`src/design/resp_request_frame_parser_unit_macros.svh`:
```
// ---------------------------------------------------------------------------
// Assertion macros for the request frame parser
// Shared concurrent assertion forms, all sampled on the rising clock edge
// and disabled while reset is high.
// ---------------------------------------------------------------------------
`ifndef RESP_REQUEST_FRAME_PARSER_UNIT_MACROS_SVH
`define RESP_REQUEST_FRAME_PARSER_UNIT_MACROS_SVH

// Condition holds at every edge out of reset.
`define RRFP_ASSERT_ALWAYS(label, clk, rst, cond, msg) \
  label: assert property (@(posedge clk) disable iff (rst) (cond)) else $error(msg);

// Consequent holds in the same cycle as the antecedent.
`define RRFP_ASSERT_IMPLIES(label, clk, rst, ante, cons, msg) \
  label: assert property (@(posedge clk) disable iff (rst) (ante) |-> (cons)) else $error(msg);

// Consequent holds in the cycle after the antecedent.
`define RRFP_ASSERT_NEXT(label, clk, rst, ante, cons, msg) \
  label: assert property (@(posedge clk) disable iff (rst) (ante) |=> (cons)) else $error(msg);

`endif

```
`src/design/rrfp_pkg.sv`:
```
// ---------------------------------------------------------------------------
// Request frame parser package
// Field widths, character codes, result and error codes, register indexes.
// ---------------------------------------------------------------------------
package rrfp_pkg;

  localparam int BYTE_W      = 8;
  localparam int KIND_W      = 2;
  localparam int ERR_W       = 3;
  localparam int ARGS_W      = 21;
  localparam int NUM_W       = 30;
  localparam int CFG_DATA_W  = 30;
  localparam int CFG_INDEX_W = 1;

  // Register indexes
  localparam logic [CFG_INDEX_W-1:0] REG_MAX_FRAME_ARGS = 1'd0;
  localparam logic [CFG_INDEX_W-1:0] REG_MAX_ARG_LENGTH = 1'd1;

  localparam logic [ARGS_W-1:0] MAX_FRAME_ARGS_RST = 21'd1048576;
  localparam logic [NUM_W-1:0]  MAX_ARG_LENGTH_RST = 30'd536870912;
  localparam logic [NUM_W-1:0]  NUM_MAX            = 30'h3FFF_FFFF;

  // Characters
  localparam logic [BYTE_W-1:0] CH_STAR   = 8'h2A;
  localparam logic [BYTE_W-1:0] CH_DOLLAR = 8'h24;
  localparam logic [BYTE_W-1:0] CH_SPACE  = 8'h20;
  localparam logic [BYTE_W-1:0] CH_CR     = 8'h0D;
  localparam logic [BYTE_W-1:0] CH_LF     = 8'h0A;
  localparam logic [BYTE_W-1:0] CH_ZERO   = 8'h30;
  localparam logic [BYTE_W-1:0] CH_NINE   = 8'h39;

  // Result kinds
  localparam logic [KIND_W-1:0] KIND_DATA      = 2'd0;
  localparam logic [KIND_W-1:0] KIND_ARG_END   = 2'd1;
  localparam logic [KIND_W-1:0] KIND_FRAME_END = 2'd2;
  localparam logic [KIND_W-1:0] KIND_ERROR     = 2'd3;

  // Error codes
  localparam logic [ERR_W-1:0] ERR_BAD_COUNT  = 3'd0;
  localparam logic [ERR_W-1:0] ERR_NO_DOLLAR  = 3'd1;
  localparam logic [ERR_W-1:0] ERR_BAD_LENGTH = 3'd2;
  localparam logic [ERR_W-1:0] ERR_NO_TRAILER = 3'd3;
  localparam logic [ERR_W-1:0] ERR_LONE_CR    = 3'd4;
  localparam logic [ERR_W-1:0] ERR_NONE       = 3'd0;

  typedef struct packed {
    logic [KIND_W-1:0] result_kind;
    logic [BYTE_W-1:0] arg_byte;
    logic              arg_first;
    logic              frame_inline;
    logic [ERR_W-1:0]  error_code;
    logic              last;
  } result_t;

endpackage

```
`src/design/rrfp_if.sv`:
```
// ---------------------------------------------------------------------------
// Request frame parser channels
// Valid/ready channels for raw request bytes and for parse results.
// ---------------------------------------------------------------------------
interface rrfp_in_if;
  import rrfp_pkg::*;

  logic              valid;
  logic              ready;
  logic [BYTE_W-1:0] in_byte;

  modport source (output valid, output in_byte, input ready);
  modport sink   (input valid, input in_byte, output ready);
endinterface

interface rrfp_out_if;
  import rrfp_pkg::*;

  logic              valid;
  logic              ready;
  logic [KIND_W-1:0] result_kind;
  logic [BYTE_W-1:0] arg_byte;
  logic              arg_first;
  logic              frame_inline;
  logic [ERR_W-1:0]  error_code;
  logic              last;

  modport source (output valid, output result_kind, output arg_byte, output arg_first,
                  output frame_inline, output error_code, output last, input ready);
  modport sink   (input valid, input result_kind, input arg_byte, input arg_first,
                  input frame_inline, input error_code, input last, output ready);
endinterface

```
`src/design/resp_request_frame_parser_unit.sv`:
```
// ---------------------------------------------------------------------------
// Request frame parser
// Byte-serial parser for multibulk and inline request frames.
// ---------------------------------------------------------------------------
// Takes one request byte per cycle and emits zero, one or two results for it
// (data byte, argument end, frame end, error) into a
// four-entry result queue. With the result side taking a result every cycle
// the block sustains one byte per cycle; a byte that yields two results
// needs two transfers on the output, and the input stalls while the queue has
// fewer than two free entries. The parse state is a single register stage
// updated by one pass of logic per byte: the count and length
// accumulation is a multiply by ten and add. Configuration writes take
// effect at the next edge and are meant to happen while the block is idle.
`include "resp_request_frame_parser_unit_macros.svh"

module resp_request_frame_parser_unit (
  input  logic                            clk,
  input  logic                            rst,
  input  logic                            cfg_we,
  input  logic [rrfp_pkg::CFG_INDEX_W-1:0] cfg_index,
  input  logic [rrfp_pkg::CFG_DATA_W-1:0]  cfg_data,
  rrfp_in_if.sink                         in_ch,
  rrfp_out_if.source                      out_ch
);
  import rrfp_pkg::*;

  localparam logic [3:0] PH_IDLE     = 4'd0;
  localparam logic [3:0] PH_COUNT    = 4'd1;
  localparam logic [3:0] PH_COUNT_LF = 4'd2;
  localparam logic [3:0] PH_DOLLAR   = 4'd3;
  localparam logic [3:0] PH_LEN      = 4'd4;
  localparam logic [3:0] PH_LEN_LF   = 4'd5;
  localparam logic [3:0] PH_DATA     = 4'd6;
  localparam logic [3:0] PH_DATA_CR  = 4'd7;
  localparam logic [3:0] PH_DATA_LF  = 4'd8;
  localparam logic [3:0] PH_INLINE   = 4'd9;

  localparam logic [2:0] FIFO_DEPTH = 3'd4;
  localparam logic [2:0] FIFO_ROOM  = 3'd2;

  // Configuration
  logic [ARGS_W-1:0] max_frame_args;
  logic [NUM_W-1:0]  max_arg_length;

  always_ff @(posedge clk) begin
    if (rst) begin
      max_frame_args <= MAX_FRAME_ARGS_RST;
      max_arg_length <= MAX_ARG_LENGTH_RST;
    end else if (cfg_we) begin
      unique case (cfg_index)
        REG_MAX_FRAME_ARGS: max_frame_args <= cfg_data[ARGS_W-1:0];
        REG_MAX_ARG_LENGTH: max_arg_length <= cfg_data[NUM_W-1:0];
        default: ;
      endcase
    end
  end

  // Parse state
  logic [3:0]        phase, phase_next;
  logic [ARGS_W-1:0] args_left, args_left_next;
  logic [NUM_W-1:0]  number, number_next;
  logic              number_overflow, number_overflow_next;
  logic              digit_seen, digit_seen_next;
  logic              held_cr, held_cr_next;
  logic              in_token, in_token_next;
  logic              is_inline, is_inline_next;

  // Result queue
  result_t    fifo [4];
  logic [1:0] wr_ptr, rd_ptr;
  logic [2:0] count;

  logic       in_fire, out_fire;
  result_t    res [2];
  logic [1:0] n_res;

  assign in_ch.ready = (count <= FIFO_ROOM);
  assign in_fire     = in_ch.valid && in_ch.ready;
  assign out_fire    = out_ch.valid && out_ch.ready;

  function automatic result_t mk(input logic [KIND_W-1:0] kind, input logic [BYTE_W-1:0] b,
                                 input logic first, input logic inl,
                                 input logic [ERR_W-1:0] code);
    result_t r;
    r.result_kind  = kind;
    r.arg_byte     = b;
    r.arg_first    = first;
    r.frame_inline = inl;
    r.error_code   = code;
    r.last         = 1'b0;
    return r;
  endfunction

  always_comb begin
    logic [BYTE_W-1:0] b;
    logic              digit;
    logic [NUM_W+3:0]  acc;
    logic              inl;
    logic              hc;
    logic              tk;
    logic              fail;
    logic [ERR_W-1:0]  fail_code;
    logic              clear;

    b         = in_ch.in_byte;
    digit     = (b >= CH_ZERO) && (b <= CH_NINE);
    acc       = {4'd0, number} * (NUM_W+4)'(10) + {26'd0, b - CH_ZERO};
    inl       = (phase == PH_IDLE) ? (b != CH_STAR) : is_inline;
    hc        = (phase == PH_IDLE) ? 1'b0 : held_cr;
    tk        = (phase == PH_IDLE) ? 1'b0 : in_token;
    fail      = 1'b0;
    fail_code = ERR_NONE;
    clear     = 1'b0;

    phase_next           = phase;
    args_left_next       = args_left;
    number_next          = number;
    number_overflow_next = number_overflow;
    digit_seen_next      = digit_seen;
    held_cr_next         = held_cr;
    in_token_next        = in_token;
    is_inline_next       = is_inline;
    res[0]               = '0;
    res[1]               = '0;
    n_res                = 2'd0;

    unique case (phase)
      PH_COUNT, PH_LEN: begin
        if (digit) begin
          digit_seen_next = 1'b1;
          if (acc > {4'd0, NUM_MAX}) begin
            number_overflow_next = 1'b1;
            number_next          = NUM_MAX;
          end else begin
            number_next = acc[NUM_W-1:0];
          end
        end else if (b == CH_CR && digit_seen) begin
          phase_next = (phase == PH_COUNT) ? PH_COUNT_LF : PH_LEN_LF;
        end else begin
          fail      = 1'b1;
          fail_code = (phase == PH_COUNT) ? ERR_BAD_COUNT : ERR_BAD_LENGTH;
        end
      end
      PH_COUNT_LF: begin
        if (b != CH_LF) begin
          fail      = 1'b1;
          fail_code = ERR_LONE_CR;
        end else if (number_overflow || number > {9'd0, max_frame_args}) begin
          fail      = 1'b1;
          fail_code = ERR_BAD_COUNT;
        end else if (number == '0) begin
          res[0] = mk(KIND_FRAME_END, '0, 1'b0, inl, ERR_NONE);
          n_res  = 2'd1;
          clear  = 1'b1;
        end else begin
          args_left_next = number[ARGS_W-1:0];
          phase_next     = PH_DOLLAR;
        end
      end
      PH_DOLLAR: begin
        if (b == CH_DOLLAR) begin
          number_next          = '0;
          number_overflow_next = 1'b0;
          digit_seen_next      = 1'b0;
          phase_next           = PH_LEN;
        end else begin
          fail      = 1'b1;
          fail_code = ERR_NO_DOLLAR;
        end
      end
      PH_LEN_LF: begin
        if (b != CH_LF) begin
          fail      = 1'b1;
          fail_code = ERR_LONE_CR;
        end else if (number_overflow || number > max_arg_length) begin
          fail      = 1'b1;
          fail_code = ERR_BAD_LENGTH;
        end else begin
          in_token_next = 1'b0;
          phase_next    = (number == '0) ? PH_DATA_CR : PH_DATA;
        end
      end
      PH_DATA: begin
        res[0]        = mk(KIND_DATA, b, !in_token, inl, ERR_NONE);
        n_res         = 2'd1;
        in_token_next = 1'b1;
        if (number != '0) begin
          number_next = number - NUM_W'(1);
        end
        if (number <= NUM_W'(1)) begin
          phase_next = PH_DATA_CR;
        end
      end
      PH_DATA_CR: begin
        if (b == CH_CR) begin
          phase_next = PH_DATA_LF;
        end else begin
          fail      = 1'b1;
          fail_code = ERR_NO_TRAILER;
        end
      end
      PH_DATA_LF: begin
        if (b != CH_LF) begin
          fail      = 1'b1;
          fail_code = ERR_NO_TRAILER;
        end else begin
          res[0]        = mk(KIND_ARG_END, '0, 1'b0, inl, ERR_NONE);
          n_res         = 2'd1;
          in_token_next = 1'b0;
          if (args_left <= ARGS_W'(1)) begin
            res[1] = mk(KIND_FRAME_END, '0, 1'b0, inl, ERR_NONE);
            n_res  = 2'd2;
            clear  = 1'b1;
          end else begin
            args_left_next = args_left - ARGS_W'(1);
            phase_next     = PH_DOLLAR;
          end
        end
      end
      default: begin
        // Frame start, or starting or continuing an inline line
        if (phase == PH_IDLE && b == CH_STAR) begin
          is_inline_next       = 1'b0;
          args_left_next       = '0;
          number_next          = '0;
          number_overflow_next = 1'b0;
          digit_seen_next      = 1'b0;
          held_cr_next         = 1'b0;
          in_token_next        = 1'b0;
          phase_next           = PH_COUNT;
        end else begin
          is_inline_next = 1'b1;
          phase_next     = PH_INLINE;
          if (hc && b == CH_LF) begin
            if (tk) begin
              res[n_res[0]] = mk(KIND_ARG_END, '0, 1'b0, inl, ERR_NONE);
              n_res         = n_res + 2'd1;
            end
            res[n_res[0]] = mk(KIND_FRAME_END, '0, 1'b0, inl, ERR_NONE);
            n_res         = n_res + 2'd1;
            clear         = 1'b1;
          end else begin
            // A held CR not followed by LF is plain data
            if (hc) begin
              res[n_res[0]] = mk(KIND_DATA, CH_CR, !tk, inl, ERR_NONE);
              n_res         = n_res + 2'd1;
              tk            = 1'b1;
            end
            held_cr_next = 1'b0;
            if (b == CH_CR) begin
              held_cr_next = 1'b1;
            end else if (b == CH_SPACE) begin
              if (tk) begin
                res[n_res[0]] = mk(KIND_ARG_END, '0, 1'b0, inl, ERR_NONE);
                n_res         = n_res + 2'd1;
              end
              tk = 1'b0;
            end else begin
              res[n_res[0]] = mk(KIND_DATA, b, !tk, inl, ERR_NONE);
              n_res         = n_res + 2'd1;
              tk            = 1'b1;
            end
            in_token_next = tk;
          end
        end
      end
    endcase

    if (fail) begin
      res[0] = mk(KIND_ERROR, '0, 1'b0, inl, fail_code);
      n_res  = 2'd1;
      clear  = 1'b1;
    end

    if (clear) begin
      phase_next           = PH_IDLE;
      args_left_next       = '0;
      number_next          = '0;
      number_overflow_next = 1'b0;
      digit_seen_next      = 1'b0;
      held_cr_next         = 1'b0;
      in_token_next        = 1'b0;
    end

    // Mark the final result of this byte
    if (n_res == 2'd1) begin
      res[0].last = 1'b1;
    end else if (n_res == 2'd2) begin
      res[1].last = 1'b1;
    end
  end

  always_ff @(posedge clk) begin
    if (rst) begin
      phase           <= PH_IDLE;
      args_left       <= '0;
      number          <= '0;
      number_overflow <= 1'b0;
      digit_seen      <= 1'b0;
      held_cr         <= 1'b0;
      in_token        <= 1'b0;
      is_inline       <= 1'b0;
    end else if (in_fire) begin
      phase           <= phase_next;
      args_left       <= args_left_next;
      number          <= number_next;
      number_overflow <= number_overflow_next;
      digit_seen      <= digit_seen_next;
      held_cr         <= held_cr_next;
      in_token        <= in_token_next;
      is_inline       <= is_inline_next;
    end
  end

  // Result queue: push up to two per transfer in, pop one per transfer out
  always_ff @(posedge clk) begin
    if (in_fire) begin
      if (n_res != 2'd0) begin
        fifo[wr_ptr] <= res[0];
      end
      if (n_res == 2'd2) begin
        fifo[wr_ptr + 2'd1] <= res[1];
      end
    end
  end

  always_ff @(posedge clk) begin
    if (rst) begin
      wr_ptr <= '0;
      rd_ptr <= '0;
      count  <= '0;
    end else begin
      if (in_fire) begin
        wr_ptr <= wr_ptr + n_res;
      end
      if (out_fire) begin
        rd_ptr <= rd_ptr + 2'd1;
      end
      count <= count + (in_fire ? {1'b0, n_res} : 3'd0) - {2'd0, out_fire};
    end
  end

  assign out_ch.valid        = (count != 3'd0);
  assign out_ch.result_kind  = fifo[rd_ptr].result_kind;
  assign out_ch.arg_byte     = fifo[rd_ptr].arg_byte;
  assign out_ch.arg_first    = fifo[rd_ptr].arg_first;
  assign out_ch.frame_inline = fifo[rd_ptr].frame_inline;
  assign out_ch.error_code   = fifo[rd_ptr].error_code;
  assign out_ch.last         = fifo[rd_ptr].last;

  `RRFP_ASSERT_ALWAYS(a_queue_bound, clk, rst, count <= FIFO_DEPTH, "result queue overflow")
  `RRFP_ASSERT_IMPLIES(a_idle_clean, clk, rst, phase == PH_IDLE, (args_left == '0) && !held_cr && !in_token, "frame state left over in idle")
  `RRFP_ASSERT_NEXT(a_star_count, clk, rst, in_fire && phase == PH_IDLE && in_ch.in_byte == CH_STAR, phase == PH_COUNT && number == '0, "star did not start a count line")
  `RRFP_ASSERT_IMPLIES(a_data_len, clk, rst, phase == PH_DATA, number != '0, "data phase with no bytes left")

endmodule
```
`src/flat_wrapper.sv`:
```
// flat-port wrapper written by rule: the top's interface ports become plain ports
module resp_request_frame_parser_unit_flat import rrfp_pkg::*;
  (clk, rst, cfg_we, cfg_index, cfg_data, in_ch_valid, in_ch_in_byte, in_ch_ready, out_ch_valid, out_ch_result_kind, out_ch_arg_byte, out_ch_arg_first, out_ch_frame_inline, out_ch_error_code, out_ch_last, out_ch_ready);
  rrfp_in_if in_ch_i ();
  rrfp_out_if out_ch_i ();
  input  logic clk;
  input  logic rst;
  input  logic cfg_we;
  input  logic [rrfp_pkg::CFG_INDEX_W-1:0] cfg_index;
  input  logic [rrfp_pkg::CFG_DATA_W-1:0] cfg_data;
  input wire logic [$bits(in_ch_i.valid)-1:0] in_ch_valid;
  input wire logic [$bits(in_ch_i.in_byte)-1:0] in_ch_in_byte;
  output wire logic [$bits(in_ch_i.ready)-1:0] in_ch_ready;
  output wire logic [$bits(out_ch_i.valid)-1:0] out_ch_valid;
  output wire logic [$bits(out_ch_i.result_kind)-1:0] out_ch_result_kind;
  output wire logic [$bits(out_ch_i.arg_byte)-1:0] out_ch_arg_byte;
  output wire logic [$bits(out_ch_i.arg_first)-1:0] out_ch_arg_first;
  output wire logic [$bits(out_ch_i.frame_inline)-1:0] out_ch_frame_inline;
  output wire logic [$bits(out_ch_i.error_code)-1:0] out_ch_error_code;
  output wire logic [$bits(out_ch_i.last)-1:0] out_ch_last;
  input wire logic [$bits(out_ch_i.ready)-1:0] out_ch_ready;
  assign in_ch_i.valid = in_ch_valid;
  assign in_ch_i.in_byte = in_ch_in_byte;
  assign in_ch_ready = in_ch_i.ready;
  assign out_ch_valid = out_ch_i.valid;
  assign out_ch_result_kind = out_ch_i.result_kind;
  assign out_ch_arg_byte = out_ch_i.arg_byte;
  assign out_ch_arg_first = out_ch_i.arg_first;
  assign out_ch_frame_inline = out_ch_i.frame_inline;
  assign out_ch_error_code = out_ch_i.error_code;
  assign out_ch_last = out_ch_i.last;
  assign out_ch_i.ready = out_ch_ready;
  resp_request_frame_parser_unit u_core (.clk(clk), .rst(rst), .cfg_we(cfg_we), .cfg_index(cfg_index), .cfg_data(cfg_data), .in_ch(in_ch_i), .out_ch(out_ch_i));
endmodule
```
`config.mk`:
```
export PLATFORM = sky130hd
export DESIGN_NAME = resp_request_frame_parser_unit_flat
export DESIGN_NICKNAME = d
export VERILOG_FILES = /design/src/design/rrfp_pkg.sv /design/src/design/rrfp_if.sv /design/src/design/resp_request_frame_parser_unit.sv /design/src/flat_wrapper.sv
export VERILOG_INCLUDE_DIRS = /design/src /design/src/design
export SDC_FILE = /design/constraint.sdc
export NUM_CORES = 1
export LEC_CHECK = 0
export BUFFER_PORTS_ARGS = -buffer_cell sky130_fd_sc_hd__buf_2
export CORE_UTILIZATION = 63
export CTS_CLUSTER_DIAMETER = 100
export CTS_CLUSTER_SIZE = 16
export DETAILED_ROUTE_END_ITERATION = 8
export PLACE_DENSITY = 0.9
export SETUP_SLACK_MARGIN = 0.15
export SLEW_MARGIN = 25
export SYNTH_ARGS = -nofsm -noshare
export SYNTH_HDL_FRONTEND = slang
export SYNTH_SLANG_ARGS = --single-unit
```
`constraint.sdc`:
```
create_clock -name clk -period 6 [get_ports clk]
set_input_delay 0.6 -clock clk [delete_from_list [all_inputs] [get_ports clk]]
set_output_delay 0.6 -clock clk [all_outputs]
set_load 0.01 [all_outputs]
```
==> flow_summary.yaml <==
placed_design:
  dp_hpwl_um: 26900
  port_buffers: 61
  place_ws_ns: 0.966
  finalWeightedCongestion: 0.953
  place_inst: 1922
timing:
  timing.hold.ws_ns: 0.387
  slew_violations: 0
  finalHoldViolCount: 0
  skew_ns: 0.0125
  setup_ws_ns: 0.899
  finalCriticalPeriod_ns: 5.10
  tightest_slew_ns: 1.01
  max_freq_mhz: 196
  rsz0062_at_grt: "false"
  slew-limit-headroom_pct: 32.4
  finalSetupViolCount: 0
  final.period_utilization_pct: 85.0
  setup-tns-final_ns: 0
global_routing:
  overflow: 0
  grt_start_max_net_pins: 66
  grt_use_total_pct: 34.0
  antenna_found_initial: 0
  grt_pass1_wl_um: 60000
  grt_pass1_vias: 12388
clocking:
  cts_setup_buffers: 0
  ctsResizeCount: 0
  cts_max_level: 4
  cts.sinks: 184
  max-clock-path-buffers: 2
  cts_tree: "yes"
  holdBufCountCts: 0
  clkTransAtPathRegs_ns: 0.07
  cts-root-buf: "clkbuf_16"
  cts_buffers: 17
  clkLatencyLatePin_ns: 0.45
pwr:
  power_density_nw_per_um2: 509
  total_power_w: 0.00744
  p_leak_nw: 5.84
  p_switching_w: 0.00353
  p_int_w: 0.00391
  p_sw_share_pct: 47.5
  p_seq_share_pct: 25.5
  combinationalPowerShare_pct: 59.2
  vdd_drop_max_uv: 352
  clock_power_share_pct: 15.3
synth:
  async_flop_share_pct: 0
  synth_ff_type: "dfxtp_1"
  ys_seq_elements: 184
  avgSynthCellArea_um2: 8.22
  yosys.area.top_type: "dfxtp_1"
  synth-edff-count: 64
  synth.top_cell.area_share_pct: 17.8
  yosysSeqAreaShare_pct: 32.0
  synthDistinctLibCells: 90
  syn_nets: 1816
  synthesis.area_um2: 13500
  synth_cells: 1644
  synth.top_cells.by_count: "nand2_1, a21oi_1, nor2_1, ha_1, dfxtp_1"
  synth.area.top_cells: "dfxtp_1, edfxtp_1, ha_1"
  synth_most_common_cell: "nand2_1"
  yosys_warnings: 0
critical_path:
  r2r_setup_slack_ns: 0.90
  endpoint_kind: "flip-flop"
  critPathCapture: "u_core.number[6]"
  cp-startpoint: "u_core.number[8]"
  reg2regPathDepth: 14
  r2r-start: "u_core.number[8]"
  worstPathRequired_ns: 6.38
  reg2reg_to: "u_core.number[6]"
  crit_path_start_kind: "flip-flop"
  crit_arrival_ns: 5.48
  setup.worst_path.class: "reg2reg"
  path_max_fanout: 15
cells_and_area:
  fin_cells: 1954
  area_growth_syn_to_layout_pct: 8.27
  fin_nets: 1838
  drive_gt1_share_pct: 10.4
  fillers: 1594
  multi_input_area_um2: 8560
  final-seq-area_um2: 4330
  n_antenna_cell: 0
routing:
  drt_iter0_markers: 1331
  via_per_inst: 6.59
  wire_per_inst_um: 18.8
  firstDrtPassIters: 6
  drtAntennaViolNets: 0
  dr_total_vias: 12875
  wirelength_um: 36800
  route.detailed.drc: 0
hold_path:
  hold_path.class: "in2reg"
run_status:
  status: "completed"
floorplan:
  rows: 53
  die_h_um: 148
  die_w_um: 148
  initial_core_util_pct: 64.3
  dieArea_um2: 22000
  core_um2: 21000
  io_pins: 62
job:
  maxCapViolCount: 0
worst min path at each step:
stage / to / slack, ns / from / cells after the start
after floorplan: u_core.args_left[15] / 0.43 / u_core.args_left[15] / 2
after CTS: u_core.max_arg_length[21] / 0.38 / cfg_data[21] / 3
after detailed placement: u_core.args_left[15] / 0.44 / u_core.args_left[15] / 2
after global routing: u_core.max_arg_length[24] / 0.38 / cfg_data[24] / 3
after global placement: u_core.args_left[15] / 0.44 / u_core.args_left[15] / 2
final: u_core.max_arg_length[27] / 0.39 / cfg_data[27] / 3
registers in the layout, indices dropped and copies added, names as in the netlist, named ones only:
signal and cells:
u_core.rd_ptr 2, u_core.is_inline 1, u_core.wr_ptr 2, u_core.number 30, u_core.count 3, u_core.digit_seen 1, u_core.max_frame_args 21, u_core.phase 4
u_core.max_arg_length 30, u_core.fifo 64, u_core.in_token 1, u_core.args_left 21, u_core.number_overflow 1, u_core.held_cr 1
critical path: stages (launching register included):
cell	delay (ns)
dfxtp_1	0.59
ha_1	0.31
ha_1	0.41
a2111oi_0	0.54
o21ai_1	0.27
nand4_1	0.21
a21o_1	0.21
xnor2_2	0.18
nand4_1	0.28
or4_1	0.62
nor2_1	0.18
mux2i_2	0.68
buf_4	0.29
nor4_1	0.07
nor3_1	0.17
through the flow:
stage          cell area (um^2)  util [%]
2_1_floorplan             13500         -
3_3_place_gp              14000      66.7
3_5_place_dp              14000      66.8
4_1_cts                   14600      69.5
5_1_grt                   14600      69.6
6_report                  14600      69.6
layer usage:
layer	part of all wire, %	routed length (um)	GRT usage [%]
met1	39	14300	41.4
met4	4.4	1640	17.4
met5	0	0	0
met3	8.1	2990	5.49
met2	49	17900	57.9
power groups by stage:
| stage | logic (W) | registers (W) | clock network (W) |
|---|---|---|---|
| after floorplan | 0.00325 | 0.00182 | 0 |
| after global placement | 0.00406 | 0.00189 | 0 |
| after detailed placement | 0.00424 | 0.00192 | 0 |
| after CTS | 0.00430 | 0.00189 | 0.00113 |
| after global routing | 0.00484 | 0.00193 | 0.00119 |
| final | 0.00440 | 0.00190 | 0.00114 |
cell type report:
cell class | instances | share of cell area (%)
sequential | 184 | 29.6
timing repair buffer | 89 | 3.54
clock buffer | 18 | 2.93
inverter | 80 | 2.05
clock inverter | 14 | 1.04
tap | 275 | 2.35
multi-input combinational | 1294 | 58.5
cells in the final DEF, fill, tap and decap left out, types with 17 or more instances in the layout:
master / netlist / final
nand2_1: 197 / 196
a21oi_1: 179 / 179
nor2_1: 146 / 146
ha_1: 125 / 125
dfxtp_1: 120 / 119
o21ai_0: 100 / 99
inv_1: 79 / 79
edfxtp_1: 64 / 64
buf_2: 19 / 60
xnor2_1: 41 / 41
nor3_1: 41 / 39
nand3_1: 34 / 34
xor2_1: 31 / 31
buf_4: 1 / 29
a211oi_1: 28 / 28
nand4_1: 24 / 24
and2_1: 24 / 23
o21ai_1: 22 / 23
or3_1: 21 / 21
nor2b_1: 20 / 20
a21o_1: 18 / 18
clkbuf_16: 0 / 17
kinds of logic (layout without fill, tap and decap cells):
kind of cell,Yosys count,in the layout,synth area share (%)
buffers and inverters,166,201,4.88
adder cells (fa/ha/maj),128,128,12.0
XOR/XNOR,74,74,4.91
flip-flops,184,184,32.0
AO/OA/AOI/OAI,477,477,21.5
AND/OR/NAND/NOR,593,593,21.5
multiplexers,22,22,3.15
Note: power is estimated with default switching activity, not from simulation.
